==> src/hw/rtl/data_url_payload_decoder_top_assert.svh <==
// assertion helpers for the data url payload decoder
`ifndef DATA_URL_PAYLOAD_DECODER_TOP_ASSERT_SVH
`define DATA_URL_PAYLOAD_DECODER_TOP_ASSERT_SVH

// same-cycle implication, sampled on clk, off during reset
`define DUP_ASSERT_NOW(label, ante, cons, msg) \
  label: assert property (@(posedge clk) disable iff (!rst_n) (ante) |-> (cons)) \
    else $error(msg);

// next-cycle implication, sampled on clk, off during reset
`define DUP_ASSERT_NEXT(label, ante, cons, msg) \
  label: assert property (@(posedge clk) disable iff (!rst_n) (ante) |=> (cons)) \
    else $error(msg);

`endif

==> src/hw/rtl/dup_pkg.sv <==
`timescale 1ns / 1ps

package dup_pkg;

  // result slots one character can produce
  localparam int PktSlots = 3;
  // depth of the packet queue between front and back
  localparam int PktDepth = 4;
  localparam int PktPtrW  = $clog2(PktDepth);

  localparam logic [7:0] CharPct   = 8'h25;
  localparam logic [7:0] CharEq    = 8'h3D;
  localparam logic [7:0] CharSpace = 8'h20;
  localparam logic [7:0] CharTab   = 8'h09;
  localparam logic [7:0] CharCr    = 8'h0D;
  localparam logic [7:0] CharLf    = 8'h0A;

  // one classified character: up to three result transactions
  typedef struct packed {
    logic [1:0]                cnt;
    logic                      no_byte;
    logic                      last;
    logic                      err;
    logic [PktSlots-1:0][7:0]  bytes;
  } pkt_t;

  // one result transaction
  typedef struct packed {
    logic [7:0] data;
    logic       has_byte;
    logic       eop;
    logic       err;
  } res_t;

  // base64 alphabet lookup: {valid, six-bit value}
  function automatic logic [6:0] b64_lookup(input logic [7:0] c);
    logic [6:0] r;
    r = 7'd0;
    if (c >= 8'h41 && c <= 8'h5A) begin
      r = {1'b1, 6'(c - 8'h41)};
    end else if (c >= 8'h61 && c <= 8'h7A) begin
      r = {1'b1, 6'(c - 8'h47)};
    end else if (c >= 8'h30 && c <= 8'h39) begin
      r = {1'b1, 6'(c + 8'h04)};
    end else if (c == 8'h2B) begin
      r = {1'b1, 6'd62};
    end else if (c == 8'h2F) begin
      r = {1'b1, 6'd63};
    end
    return r;
  endfunction

  // hex digit lookup: {valid, nibble}
  function automatic logic [4:0] hex_lookup(input logic [7:0] c);
    logic [4:0] r;
    r = 5'd0;
    if (c >= 8'h30 && c <= 8'h39) begin
      r = {1'b1, 4'(c - 8'h30)};
    end else if (c >= 8'h61 && c <= 8'h66) begin
      r = {1'b1, 4'(c - 8'h57)};
    end else if (c >= 8'h41 && c <= 8'h46) begin
      r = {1'b1, 4'(c - 8'h37)};
    end
    return r;
  endfunction

endpackage

==> src/hw/rtl/data_url_payload_decoder_top.sv <==
`timescale 1ns / 1ps
// Data URL payload decoder, base64 or percent decoding selected by cfg_decode_mode
// (0 percent, 1 base64). Write it through cfg_valid/cfg_ready, which is always ready,
// only while the block is idle.
// Input queue side: drive in_char/in_last with in_push; a transaction is taken at a
// clock edge with in_push high and in_full low. in_last marks the final character.
// Result queue side: while out_empty is low the oldest result sits on out_byte,
// out_has_byte, out_end_of_payload and out_decode_error; out_pop takes it.
// Results reach the outputs via the packet queue, then the output register.
// Throughput: one character per cycle while each yields at most one result and the
// result side keeps popping; a character that yields two or three results holds the
// back end while they leave one result per cycle from the output register, and a
// four-entry packet queue between front and back absorbs the burst.
// A stalled result side fills the output register, then the packet queue, and
// then in_full rises; nothing is lost or repeated.
// The last character of a payload always yields at least one result, the final one
// carrying out_end_of_payload and the error flag; decoder state then clears.
// Reset (rst_n low, synchronous) empties both queues, clears decoder state and
// selects percent mode.
module data_url_payload_decoder_top (
  input  logic       clk,
  input  logic       rst_n,
  input  logic       in_push,
  output logic       in_full,
  input  logic [7:0] in_char,
  input  logic       in_last,
  output logic       out_empty,
  input  logic       out_pop,
  output logic [7:0] out_byte,
  output logic       out_has_byte,
  output logic       out_end_of_payload,
  output logic       out_decode_error,
  input  logic       cfg_valid,
  output logic       cfg_ready,
  input  logic       cfg_decode_mode
);
  import dup_pkg::*;

  logic mode_r;
  logic accept;
  logic pkt_vld;
  pkt_t pkt;
  pkt_t head;
  logic fifo_full;
  logic fifo_empty;
  logic fifo_push;
  logic fifo_pop;
  logic out_vld;
  res_t res;

  // configuration register
  assign cfg_ready = 1'b1;
  always_ff @(posedge clk) begin
    if (!rst_n) begin
      mode_r <= 1'b0;
    end else if (cfg_valid && cfg_ready) begin
      mode_r <= cfg_decode_mode;
    end
  end

  assign in_full   = fifo_full;
  assign accept    = in_push && !fifo_full;
  assign fifo_push = accept && pkt_vld;

  // front: classify characters and keep decoder state
  dup_front u_front (
    .clk       (clk),
    .rst_n     (rst_n),
    .mode_i    (mode_r),
    .accept_i  (accept),
    .char_i    (in_char),
    .last_i    (in_last),
    .pkt_vld_o (pkt_vld),
    .pkt_o     (pkt)
  );

  // packet queue
  dup_pkt_fifo u_fifo (
    .clk        (clk),
    .rst_n      (rst_n),
    .push_i     (fifo_push),
    .push_pkt_i (pkt),
    .pop_i      (fifo_pop),
    .head_o     (head),
    .full_o     (fifo_full),
    .empty_o    (fifo_empty)
  );

  // back: serialize packets into result transactions
  dup_back u_back (
    .clk        (clk),
    .rst_n      (rst_n),
    .head_i     (head),
    .head_vld_i (!fifo_empty),
    .head_pop_o (fifo_pop),
    .out_pop_i  (out_pop),
    .out_vld_o  (out_vld),
    .res_o      (res)
  );

  assign out_empty          = !out_vld;
  assign out_byte           = res.data;
  assign out_has_byte       = res.has_byte;
  assign out_end_of_payload = res.eop;
  assign out_decode_error   = res.err;

`include "data_url_payload_decoder_top_assert.svh"

  `DUP_ASSERT_NOW(a_nobyte_is_end, !out_empty && !out_has_byte, out_end_of_payload, "empty result not at end of payload")
  `DUP_ASSERT_NOW(a_err_only_end, !out_empty && out_decode_error, out_end_of_payload, "error flag on a non-final result")
  `DUP_ASSERT_NOW(a_pop_nonempty, fifo_pop, !fifo_empty, "packet queue popped while empty")
  `DUP_ASSERT_NEXT(a_full_then_no_push, fifo_full && !fifo_pop, !fifo_empty, "full packet queue lost its contents")

endmodule

==> src/hw/rtl/dup_front.sv <==
`timescale 1ns / 1ps

module dup_front (
  input  logic          clk,
  input  logic          rst_n,
  input  logic          mode_i,
  input  logic          accept_i,
  input  logic [7:0]    char_i,
  input  logic          last_i,
  output logic          pkt_vld_o,
  output dup_pkg::pkt_t pkt_o
);
  import dup_pkg::*;

  localparam logic [1:0] StgIdle = 2'd0;
  localparam logic [1:0] StgPct  = 2'd1;
  localparam logic [1:0] StgHex  = 2'd2;

  logic [5:0] res_r, res_nxt;
  logic [2:0] bc_r, bc_nxt;
  logic       pad_r, pad_nxt;
  logic       err_r, err_nxt;
  logic [1:0] stage_r, stage_nxt;
  logic [7:0] held_r, held_nxt;

  logic [PktSlots-1:0][7:0] slot;
  logic [1:0]               pn;

  // classify the character and build its packet
  always_comb begin
    logic [6:0]  b64l;
    logic [4:0]  hc;
    logic [4:0]  hh;
    logic [11:0] b64_buf;
    logic [3:0]  b64_cnt;
    logic        ws;
    b64l      = b64_lookup(char_i);
    hc        = hex_lookup(char_i);
    hh        = hex_lookup(held_r);
    ws        = (char_i == CharSpace) || (char_i == CharTab) ||
                (char_i == CharCr) || (char_i == CharLf);
    b64_buf   = {res_r, b64l[5:0]};
    b64_cnt   = {1'b0, bc_r} + 4'd6;
    res_nxt   = res_r;
    bc_nxt    = bc_r;
    pad_nxt   = pad_r;
    err_nxt   = err_r;
    stage_nxt = stage_r;
    held_nxt  = held_r;
    slot      = '0;
    pn        = 2'd0;

    if (mode_i) begin
      // base64 path
      if (!(pad_r || err_r)) begin
        if (char_i == CharEq) begin
          pad_nxt = 1'b1;
        end else if (!b64l[6]) begin
          if (!ws) begin
            err_nxt = 1'b1;
          end
        end else begin
          if (b64_cnt >= 4'd8) begin
            b64_cnt  = b64_cnt - 4'd8;
            slot[pn] = 8'(b64_buf >> b64_cnt);
            pn       = pn + 2'd1;
          end
          res_nxt = 6'(b64_buf & ((12'd1 << b64_cnt) - 12'd1));
          bc_nxt  = b64_cnt[2:0];
        end
      end
    end else begin
      // percent path
      unique case (stage_r)
        StgPct: begin
          if (hc[4]) begin
            held_nxt  = char_i;
            stage_nxt = StgHex;
          end else begin
            slot[pn] = CharPct;
            pn       = pn + 2'd1;
            if (char_i == CharPct) begin
              stage_nxt = StgPct;
            end else begin
              stage_nxt = StgIdle;
              slot[pn]  = char_i;
              pn        = pn + 2'd1;
            end
          end
        end
        StgHex: begin
          if (hc[4] && hh[4]) begin
            slot[pn]  = {hh[3:0], hc[3:0]};
            pn        = pn + 2'd1;
            stage_nxt = StgIdle;
          end else begin
            slot[pn] = CharPct;
            pn       = pn + 2'd1;
            slot[pn] = held_r;
            pn       = pn + 2'd1;
            if (char_i == CharPct) begin
              stage_nxt = StgPct;
            end else begin
              stage_nxt = StgIdle;
              slot[pn]  = char_i;
              pn        = pn + 2'd1;
            end
          end
        end
        default: begin
          if (char_i == CharPct) begin
            stage_nxt = StgPct;
          end else begin
            stage_nxt = StgIdle;
            slot[pn]  = char_i;
            pn        = pn + 2'd1;
          end
        end
      endcase
    end

    pkt_o.err = 1'b0;
    // end of payload: flush held percent characters, then clear
    if (last_i) begin
      if (!mode_i) begin
        if (stage_nxt == StgPct) begin
          slot[pn] = CharPct;
          pn       = pn + 2'd1;
        end else if (stage_nxt == StgHex) begin
          slot[pn] = CharPct;
          pn       = pn + 2'd1;
          slot[pn] = held_nxt;
          pn       = pn + 2'd1;
        end
      end
      pkt_o.err = err_nxt;
      res_nxt   = '0;
      bc_nxt    = '0;
      pad_nxt   = 1'b0;
      err_nxt   = 1'b0;
      stage_nxt = StgIdle;
      held_nxt  = '0;
    end

    pkt_o.bytes   = slot;
    pkt_o.no_byte = (pn == 2'd0);
    pkt_o.cnt     = (pn == 2'd0) ? 2'd1 : pn;
    pkt_o.last    = last_i;
    pkt_vld_o     = (pn != 2'd0) || last_i;
  end

  // decoder state, updated once per accepted transaction
  always_ff @(posedge clk) begin
    if (!rst_n) begin
      res_r   <= '0;
      bc_r    <= '0;
      pad_r   <= 1'b0;
      err_r   <= 1'b0;
      stage_r <= StgIdle;
      held_r  <= '0;
    end else if (accept_i) begin
      res_r   <= res_nxt;
      bc_r    <= bc_nxt;
      pad_r   <= pad_nxt;
      err_r   <= err_nxt;
      stage_r <= stage_nxt;
      held_r  <= held_nxt;
    end
  end

endmodule

==> src/hw/rtl/dup_pkt_fifo.sv <==
`timescale 1ns / 1ps

module dup_pkt_fifo (
  input  logic          clk,
  input  logic          rst_n,
  input  logic          push_i,
  input  dup_pkg::pkt_t push_pkt_i,
  input  logic          pop_i,
  output dup_pkg::pkt_t head_o,
  output logic          full_o,
  output logic          empty_o
);
  import dup_pkg::*;

  pkt_t               mem_r [PktDepth];
  logic [PktPtrW-1:0] wr_ptr_r, wr_ptr_nxt;
  logic [PktPtrW-1:0] rd_ptr_r, rd_ptr_nxt;
  logic [PktPtrW:0]   cnt_r, cnt_nxt;

  assign full_o  = (cnt_r == (PktPtrW+1)'(PktDepth));
  assign empty_o = (cnt_r == '0);
  assign head_o  = mem_r[rd_ptr_r];

  // pointer and fill count
  always_comb begin
    wr_ptr_nxt = push_i ? wr_ptr_r + 1'b1 : wr_ptr_r;
    rd_ptr_nxt = pop_i ? rd_ptr_r + 1'b1 : rd_ptr_r;
    cnt_nxt    = cnt_r + (PktPtrW+1)'(push_i) - (PktPtrW+1)'(pop_i);
  end

  always_ff @(posedge clk) begin
    if (!rst_n) begin
      wr_ptr_r <= '0;
      rd_ptr_r <= '0;
      cnt_r    <= '0;
    end else begin
      wr_ptr_r <= wr_ptr_nxt;
      rd_ptr_r <= rd_ptr_nxt;
      cnt_r    <= cnt_nxt;
    end
  end

  // packet storage
  always_ff @(posedge clk) begin
    if (push_i) begin
      mem_r[wr_ptr_r] <= push_pkt_i;
    end
  end

endmodule

==> src/hw/rtl/dup_back.sv <==
`timescale 1ns / 1ps

module dup_back (
  input  logic          clk,
  input  logic          rst_n,
  input  dup_pkg::pkt_t head_i,
  input  logic          head_vld_i,
  output logic          head_pop_o,
  input  logic          out_pop_i,
  output logic          out_vld_o,
  output dup_pkg::res_t res_o
);
  import dup_pkg::*;

  logic [1:0] idx_r, idx_nxt;
  logic       vld_r, vld_nxt;
  res_t       res_r, res_nxt;
  logic       load;
  logic       take;
  logic       tail;

  assign out_vld_o = vld_r;
  assign res_o     = res_r;

  // walk the head packet one result per cycle into the output register while it is free or popped
  always_comb begin
    load       = !vld_r || out_pop_i;
    take       = load && head_vld_i;
    tail       = (idx_r == head_i.cnt - 2'd1);
    head_pop_o = take && tail;
    idx_nxt    = idx_r;
    res_nxt    = res_r;
    vld_nxt    = vld_r && !out_pop_i;
    if (take) begin
      idx_nxt          = tail ? 2'd0 : idx_r + 2'd1;
      vld_nxt          = 1'b1;
      res_nxt.data     = head_i.bytes[idx_r];
      res_nxt.has_byte = !head_i.no_byte;
      res_nxt.eop      = tail && head_i.last;
      res_nxt.err      = tail && head_i.err;
    end
  end

  always_ff @(posedge clk) begin
    if (!rst_n) begin
      idx_r <= '0;
      vld_r <= 1'b0;
    end else begin
      idx_r <= idx_nxt;
      vld_r <= vld_nxt;
    end
  end

  always_ff @(posedge clk) begin
    res_r <= res_nxt;
  end

endmodule
==> config.mk <==
export PLATFORM = sky130hd
export DESIGN_NAME = data_url_payload_decoder_top
export DESIGN_NICKNAME = d
export VERILOG_FILES = /design/src/hw/rtl/dup_pkg.sv /design/src/hw/rtl/data_url_payload_decoder_top.sv /design/src/hw/rtl/dup_front.sv /design/src/hw/rtl/dup_pkt_fifo.sv /design/src/hw/rtl/dup_back.sv
export VERILOG_INCLUDE_DIRS = /design/src /design/src/hw/rtl
export SDC_FILE = /design/constraint.sdc
export NUM_CORES = 1
export LEC_CHECK = 0
export ABC_AREA = 1
export BUFFER_PORTS_ARGS = -buffer_cell sky130_fd_sc_hd__buf_2
export CAP_MARGIN = 20
export CORE_UTILIZATION = 32
export DETAILED_ROUTE_END_ITERATION = 12
export PLACE_DENSITY = 0.57
export SETUP_SLACK_MARGIN = 0.1
export SYNTH_ARGS = -nofsm -noshare
export SYNTH_HDL_FRONTEND = slang
export SYNTH_SLANG_ARGS = --single-unit
==> constraint.sdc <==
create_clock -name clk -period 6.5 [get_ports clk]
set_clock_uncertainty 0.1 [all_clocks]
set_input_delay 0.975 -clock clk [delete_from_list [all_inputs] [get_ports clk]]
set_output_delay 0.975 -clock clk [all_outputs]
set_load 0.005 [all_outputs]
==> results of run 1 <==
[worst register-to-register path, delay by kind of cell, from the launching register on]
kind	cells	cell delay (ns)
DFF	1	0.71
and+or+nand+nor	11	1.21
buffers and inverters	4	0.72
adders and majority gates	4	1.21
[sequential cells by signal, summed over array words and instances, names as in the netlist, named ones only]
register,cells
mode_r,1
u_back.idx_r,2
u_back.out_vld_o,1
u_back.res_o,11
u_fifo.cnt_r,3
u_fifo.mem_r,116
u_fifo.rd_ptr_r,2
u_fifo.wr_ptr_r,2
u_front.bc_r,2
u_front.err_r,1
u_front.held_r,8
u_front.pad_r,1
u_front.res_r,6
u_front.stage_r,2
[routing by layer]
metal	global-route usage, %	wire length, um	vias to the layer above	part of all wire [%]
li1	-	-	3431	-
met1	21.9	10500	3293	46
met2	27.5	10900	197	47
met3	2.84	1080	36	4.7
met4	5.86	490	0	2.1
met5	0	0	-	0
[kinds of logic (layout without fill, tap and decap cells)]
kind of cell,after synthesis,after routing,synth area share (%)
compound gates,223,223,15.2
fa+ha+maj,34,34,4.93
xor+xnor,13,13,1.30
other cells,1,1,0.0427
buf+inv,147,171,6.71
simple gates,409,409,20.8
mux,1,1,0.114
flops,160,160,50.9
[synthesized netlist by cell type (11+ instances only)]
| cell | number |
|---|---|
| sky130_fd_sc_hd__o21ai_1 | 16 |
| sky130_fd_sc_hd__dfxtp_1 | 33 |
| sky130_fd_sc_hd__nor2_1 | 123 |
| sky130_fd_sc_hd__nand2_2 | 14 |
| sky130_fd_sc_hd__o22ai_1 | 22 |
| sky130_fd_sc_hd__o221ai_1 | 13 |
| sky130_fd_sc_hd__xor2_1 | 11 |
| sky130_fd_sc_hd__ha_1 | 33 |
| sky130_fd_sc_hd__nand2_1 | 170 |
| sky130_fd_sc_hd__clkbuf_1 | 30 |
| sky130_fd_sc_hd__inv_2 | 12 |
| sky130_fd_sc_hd__o21ai_0 | 81 |
| sky130_fd_sc_hd__a21oi_1 | 52 |
| sky130_fd_sc_hd__inv_1 | 87 |
| sky130_fd_sc_hd__nand3_1 | 62 |
| sky130_fd_sc_hd__edfxtp_1 | 127 |
[power by group]
group / internal, mW / leakage [nW] / switching [mW] / total [mW]
Combinational: 0.251 / 2.07 / 0.501 / 0.752
Sequential: 1.27 / 1.45 / 0.0796 / 1.35
Clock: 0.566 / 0.259 / 0.412 / 0.978
Total: 2.09 / 3.78 / 0.993 / 3.08
[final cells by class]
cell class                      instances  area (um^2)  share of cell area [%]
Clock buffer                           19          433                    4.42
Clock inverter                         11          133                    1.35
Inverter                              104          395                    4.03
Multi-Input combinational cell        681         3730                    38.0
Sequential cell                       160         4480                    45.7
Tap cell                              341          427                    4.35
Timing Repair Buffer                   37          210                    2.14
[final timing paths]
kind | startpoint | to | slack [ns]
max | in_char[2] | u_fifo.cnt_r[1]$_SDFF_PN0_ | 2.12
min | u_front.res_r[2]$_SDFFE_PN0P_ | u_front.res_r[2]$_SDFFE_PN0P_ | 0.37
max reg2reg | u_front.bc_r[1]$_SDFFE_PN0P_ | u_fifo.cnt_r[1]$_SDFF_PN0_ | 2.49
min reg2reg | u_front.res_r[2]$_SDFFE_PN0P_ | u_front.res_r[2]$_SDFFE_PN0P_ | 0.37
==> flow_summary.ini, run 1 <==
[placed_design]
place.gp.congestion = 0.934
dpl_cell_area_um2 = 9240
port_buffers = 27
post-place-cells = 1323
dp_worst_setup_slack_ns = 1.72
place.detailed.hpwl_um = 15700

[final_layout]
stdcell_area_um2 = 9800
postLayoutCoreUtil_pct = 36.4
layout_commonest_cell = sky130_fd_sc_hd__nand2_1
area_growth_pct = 11.6
final_layout_size_suffix_gt1_share_pct = 12.1
most-common-layout-cells = sky130_fd_sc_hd__nand2_1, sky130_fd_sc_hd__edfxtp_1, sky130_fd_sc_hd__nor2_1, sky130_fd_sc_hd__inv_1, sky130_fd_sc_hd__o21ai_0
fin_cells = 1353
layout.nets = 1050
diodes = 0
final_layout_fill_cell_count = 2715

[timing]
maxSlewViolCount = 0
actual_transition_at_the_worst_max_transition_pin_ns = 0.831
hold_ws_ns = 0.374
timing.final.crit_period_ns = 4.38
grt_setup_unrepaired = no
fmax_mhz = 228
layout_worst_path_cycle_share_pct = 67.3
final-hold-violation-count = 0
slew_headroom_pct = 44.4
setup_viol_count_final = 0
setup_slack_ns = 2.12
final.setup.tns_ns = 0

[routing]
drt-wirelength-per-cell_um = 17.0
via_count_of_the_routed_design = 6957
remaining_drc_errors = 0
drtIter0Drc = 612
drt_wl_total_um = 23000
detail-route-antenna-nets = 0
via_per_inst = 5.14
drtPass1Iterations = 5

[critical_path]
timing.critical_path.max_delay_family = simple AND/OR/NAND/NOR gates
critPathCaptureType = flip-flop
critical_path.most_common_cell = sky130_fd_sc_hd__nand2_2
cp_data_required_time_ns = 6.74
timing.critical_path.slowest_cell_delay_ns = 0.42
worst-r2r-cell-count = 19
crit_path_slowest_cell = sky130_fd_sc_hd__fa_1
critical_path_depth = 28
path_class = primary input to flip-flop
startpoint_class_of_the_critical_path = primary input
worstPathArrival_ns = 4.62
critPathBufInv = 7
worst-path-max-fanout = 12

[yosys]
synth.avg_cell_area_um2 = 8.89
synth_cells = 988
syn-cell-area_um2 = 8780
synth.lib_cells_used.distinct = 55
ys_seq_elements = 160
yosys_warnings = 0
netlist.area_leader.share_pct = 43.4
post_synth_top_flop = sky130_fd_sc_hd__edfxtp_1
synth.net_count = 1037
synthDominantAreaCellType = sky130_fd_sc_hd__edfxtp_1
synthTopCellsByArea = sky130_fd_sc_hd__edfxtp_1, sky130_fd_sc_hd__dfxtp_1, sky130_fd_sc_hd__nand2_1, sky130_fd_sc_hd__nor2_1, sky130_fd_sc_hd__ha_1
number_of_synthesized_flops_with_an_enable_pin = 127
ys_async_sr_fraction_pct = 0
yosysSeqAreaShare_pct = 50.9

[clock_tree]
cts_tree = yes
tritoncts.num_buffers = 17
cts-htree-levels = 4
cts-root-buf = sky130_fd_sc_hd__clkbuf_16
hold_buffer_count_at_cts = 0
postCtsSetupRepairBufs = 0
clkTransAtPathRegs_ns = 0.06
clkLatencyLatePin_ns = 0.42
clkSinkCount = 160
post_cts_resized = 0
deepest_clock_path_buffer_count = 2

[floorplan]
total_die_area_um2 = 28100
die-width_um = 168
die_height_um = 168
floorplan.initialDensity_pct = 32.6
placeableCoreArea_um2 = 27000
boundaryPins = 29
num_rows = 60

[global_routing]
grt.total_usage_pct = 16.7
first_global_vias = 6629
grt_overflow = 0
maximum_number_of_pins_on_one_net_before_global_route_repair = 55
antenna_found_initial = 0
grt_pass1_wl_um = 36300

[pwr]
design_power_total_mw = 3.08
highest_ir_drop_seen_on_vdd_mv = 0.180
leakagePower_nw = 3.78
power-per-cell-area_nw_per_um2 = 314

[run]
timing.max_cap.violations = 0

[hold_path]
holdPathStages = 2
min-delay-path-class = flip-flop to flip-flop

[outcome]
run_status = finished clean
Note: power is estimated with default switching activity, not from simulation.
==> run 2, diff against run 1 <==
--- a/config.mk
+++ b/config.mk
@@ -6,7 +6,7 @@
 export SDC_FILE = /design/constraint.sdc
 export NUM_CORES = 1
 export LEC_CHECK = 0
-export ABC_AREA = 1
+export ABC_AREA = 0
 export BUFFER_PORTS_ARGS = -buffer_cell sky130_fd_sc_hd__buf_2
 export CAP_MARGIN = 20
 export CORE_UTILIZATION = 32
==> constraint.sdc (replaced) <==
create_clock -name clk -period 4.4 [get_ports clk]
set_clock_uncertainty 0.1 [all_clocks]
set_input_delay 0.66 -clock clk [delete_from_list [all_inputs] [get_ports clk]]
set_output_delay 0.66 -clock clk [all_outputs]
set_load 0.005 [all_outputs]
==> run 2 against run 1 <==
  * The flow now finishes with violations (design-rule violations)
  * Count of clock-buffer cells in the layout decreased by 2
  * Worst hold slack got worse by 0.0057 ns
  * Critical path depth decreased by 13
  * Die area decreased by 1.9%
  * Sequential power increased by 41%
  * Utilization increased by 1.3 points
  * Critical endpoint is now u_fifo.mem_r[1][26]$_DFFE_PP_
  * Largest power group unchanged
==> flow_summary.ini, run 2 <==
[floorplan]
total_die_area_um2 = 27600
floorplan.initialDensity_pct = 32.9
die-width_um = 166
die_height_um = 166
placeableCoreArea_um2 = 26200
boundaryPins = 29
num_rows = 59

[pwr]
power_switching_share_pct = 29.5
power-per-cell-area_nw_per_um2 = 433
power.clock.fraction_pct = 34.3
p_sw_mw = 1.26
highest_ir_drop_seen_on_vdd_mv = 0.198
sequentialPowerShare_pct = 44.6
power.combinational.fraction_pct = 21.1
internal_power_mw = 3.01
leakagePower_nw = 3.35

[hold_path]
hold_start = cfg_decode_mode
holdPathStages = 3
hold_end = mode_r$_SDFFE_PN0P_
min-delay-path-class = primary input to flip-flop

[clock_tree]
hold_buffer_count_at_cts = 0
clkSinkCount = 160
clkTransAtPathRegs_ns = 0.07
post_cts_resized = 0
cts_tree = yes
cts-root-buf = sky130_fd_sc_hd__clkbuf_16
deepest_clock_path_buffer_count = 2
cts-htree-levels = 4
clkLatencyLatePin_ns = 0.43
postCtsSetupRepairBufs = 0
tritoncts.num_buffers = 17

[timing]
grt_setup_unrepaired = no
setup_viol_count_final = 0
slew_headroom_pct = 44.2
layout_worst_path_cycle_share_pct = 87.2
timing.final.crit_period_ns = 3.84
final-hold-violation-count = 0
maxSlewViolCount = 0
actual_transition_at_the_worst_max_transition_pin_ns = 0.832
fmax_mhz = 261
setup_slack_ns = 0.564
final.setup.tns_ns = 0

[critical_path]
timing.critical_path.slowest_cell_delay_ns = 0.63
crit_path_slowest_cell = sky130_fd_sc_hd__nor3_1
reg2reg_from = u_front.held_r[0]$_SDFFE_PN0P_
path_cells = buf_2 > inv_1 > ha_1 > a21o_1 > a31oi_1 > o211ai_2 > a211o_2 > o21ai_2 > inv_1 > ha_1 > nor2_1 > nand2_1 > a21oi_1 > a221oi_2 > nor3_1
timing.rr.end = u_fifo.mem_r[2][0]$_DFFE_PP_
worst-path-max-fanout = 9
path_class = primary input to flip-flop
cp_data_required_time_ns = 4.43
critPathCaptureType = flip-flop
worstPathArrival_ns = 3.86
startpoint_class_of_the_critical_path = primary input
critPathBufInv = 3
setup.reg_to_reg.worst_slack_ns = 0.57
timing.critical_path.max_delay_family = compound AO/OA/AOI/OAI gates
worst-r2r-cell-count = 12

[yosys]
synth_cells = 689
ys_async_sr_fraction_pct = 0
number_of_synthesized_flops_with_an_enable_pin = 127
synth.lib_cells_used.distinct = 93
synth.avg_cell_area_um2 = 12.5
syn-cell-area_um2 = 8620
synthTopCellsByArea = sky130_fd_sc_hd__edfxtp_1, sky130_fd_sc_hd__dfxtp_1, sky130_fd_sc_hd__mux4_2, sky130_fd_sc_hd__ha_1, sky130_fd_sc_hd__mux2i_1
yosys_warnings = 0
synth.most_common_cell = sky130_fd_sc_hd__edfxtp_1
ys_seq_elements = 160
synth_commonest_cells = sky130_fd_sc_hd__edfxtp_1, sky130_fd_sc_hd__nor2_1, sky130_fd_sc_hd__nand2_1
netlist.area_leader.share_pct = 44.3
yosysSeqAreaShare_pct = 51.9
synth.net_count = 738
post_synth_top_flop = sky130_fd_sc_hd__edfxtp_1
synthDominantAreaCellType = sky130_fd_sc_hd__edfxtp_1

[placed_design]
place.gp.congestion = 0.919
port_buffers = 27
place.detailed.hpwl_um = 14900
dp_worst_setup_slack_ns = 0.227

[routing]
drtIter0Drc = 517
drt-wirelength-per-cell_um = 19.6
via_count_of_the_routed_design = 5857
remaining_drc_errors = 5
detail-route-antenna-nets = 0
via_per_inst = 5.44
drtPass1Iterations = 9
drt_wl_total_um = 21100

[final_layout]
max_flop_register = u_fifo.mem_r
most-common-layout-cells = sky130_fd_sc_hd__edfxtp_1, sky130_fd_sc_hd__nor2_1, sky130_fd_sc_hd__nand2_1, sky130_fd_sc_hd__inv_1, sky130_fd_sc_hd__ha_1
area_growth_pct = 14.4
layout_commonest_cell = sky130_fd_sc_hd__edfxtp_1
layout.nets = 778
final_layout_size_suffix_gt1_share_pct = 20.6
largest_reg_flops = 116
diodes = 0

[global_routing]
grt_overflow = 0
first_global_vias = 5767
grt.total_usage_pct = 15.8
antenna_found_initial = 1
maximum_number_of_pins_on_one_net_before_global_route_repair = 30
grt_pass1_wl_um = 33500

[outcome]
run_status = finished with violations
violations = design-rule violations

[run]
timing.max_cap.violations = 0
[run 2: kinds of logic after synthesis]
| logic type | after synthesis | synth area share [%] |
|---|---|---|
| compound gates | 174 | 16.5 |
| simple gates | 170 | 10.3 |
| flops | 160 | 51.9 |
| buf+inv | 81 | 4.17 |
| mux | 55 | 10.7 |
| fa+ha+maj | 34 | 5.02 |
| xor+xnor | 14 | 1.42 |
| other cells | 1 | 0.0435 |
[run 2: layout make-up]
class	count	area (um^2)
Fill cell	2481	16300
Sequential cell	160	4480
Multi-Input combinational cell	448	3780
Timing Repair Buffer	62	448
Clock buffer	17	425
Tap cell	335	419
Clock inverter	15	159
Inverter	40	150
[run 2: per-layer routing]
metal / part of all wire (%) / global-route usage [%] / routed length [um] / vias up
met3: 4.3 / 2.88 / 902 / 32
met4: 2.4 / 5.69 / 506 / 0
met2: 46 / 24.9 / 9690 / 163
met5: 0 / 0 / 0 / -
li1: - / - / - / 2749
met1: 47 / 21.7 / 9980 / 2913
[run 2: how the worst max path moves through the flow]
stage / cells past startpoint / startpoint / to
after floorplan: 14 / in_char[2] / u_fifo.mem_r[0][27]$_DFFE_PP_
after global placement: 14 / in_char[1] / u_fifo.mem_r[2][1]$_DFFE_PP_
after detailed placement: 14 / in_char[2] / u_fifo.mem_r[2][1]$_DFFE_PP_
after CTS: 13 / u_front.held_r[0]$_SDFFE_PN0P_ / u_fifo.mem_r[3][1]$_DFFE_PP_
after global routing: 15 / in_char[2] / u_fifo.mem_r[3][26]$_DFFE_PP_
final: 15 / in_char[2] / u_fifo.mem_r[1][26]$_DFFE_PP_
[run 2: worst min-delay path, cell delays in order]
cell                      delay, ns
sky130_fd_sc_hd__buf_2         0.08
sky130_fd_sc_hd__mux2i_1       0.06
sky130_fd_sc_hd__nor2_1        0.07
[run 2: metrics by stage]
step                instance area [um^2]  power [mW]  std cells  utilization (%)  hold WS (ns)
finish                              9860        4.27       1077             37.6         0.368
CTS                                 9860        4.32       1077             37.6         0.365
detailed placement                  9280        2.86       1045             35.4         0.366
global route                        9860        4.48       1077             37.6         0.390
floorplan                           8620        2.55        689                -         0.328
global placement                    9280        2.84       1045             35.4         0.357
[run 2: power groups by stage]
stage / combinational [mW] / sequential (mW) / clock, mW
2_1_floorplan: 0.614 / 1.94 / 0
3_3_place_gp: 0.906 / 1.94 / 0
3_5_place_dp: 0.916 / 1.94 / 0
4_1_cts: 0.918 / 1.91 / 1.49
5_1_grt: 0.995 / 1.92 / 1.56
6_report: 0.900 / 1.90 / 1.46
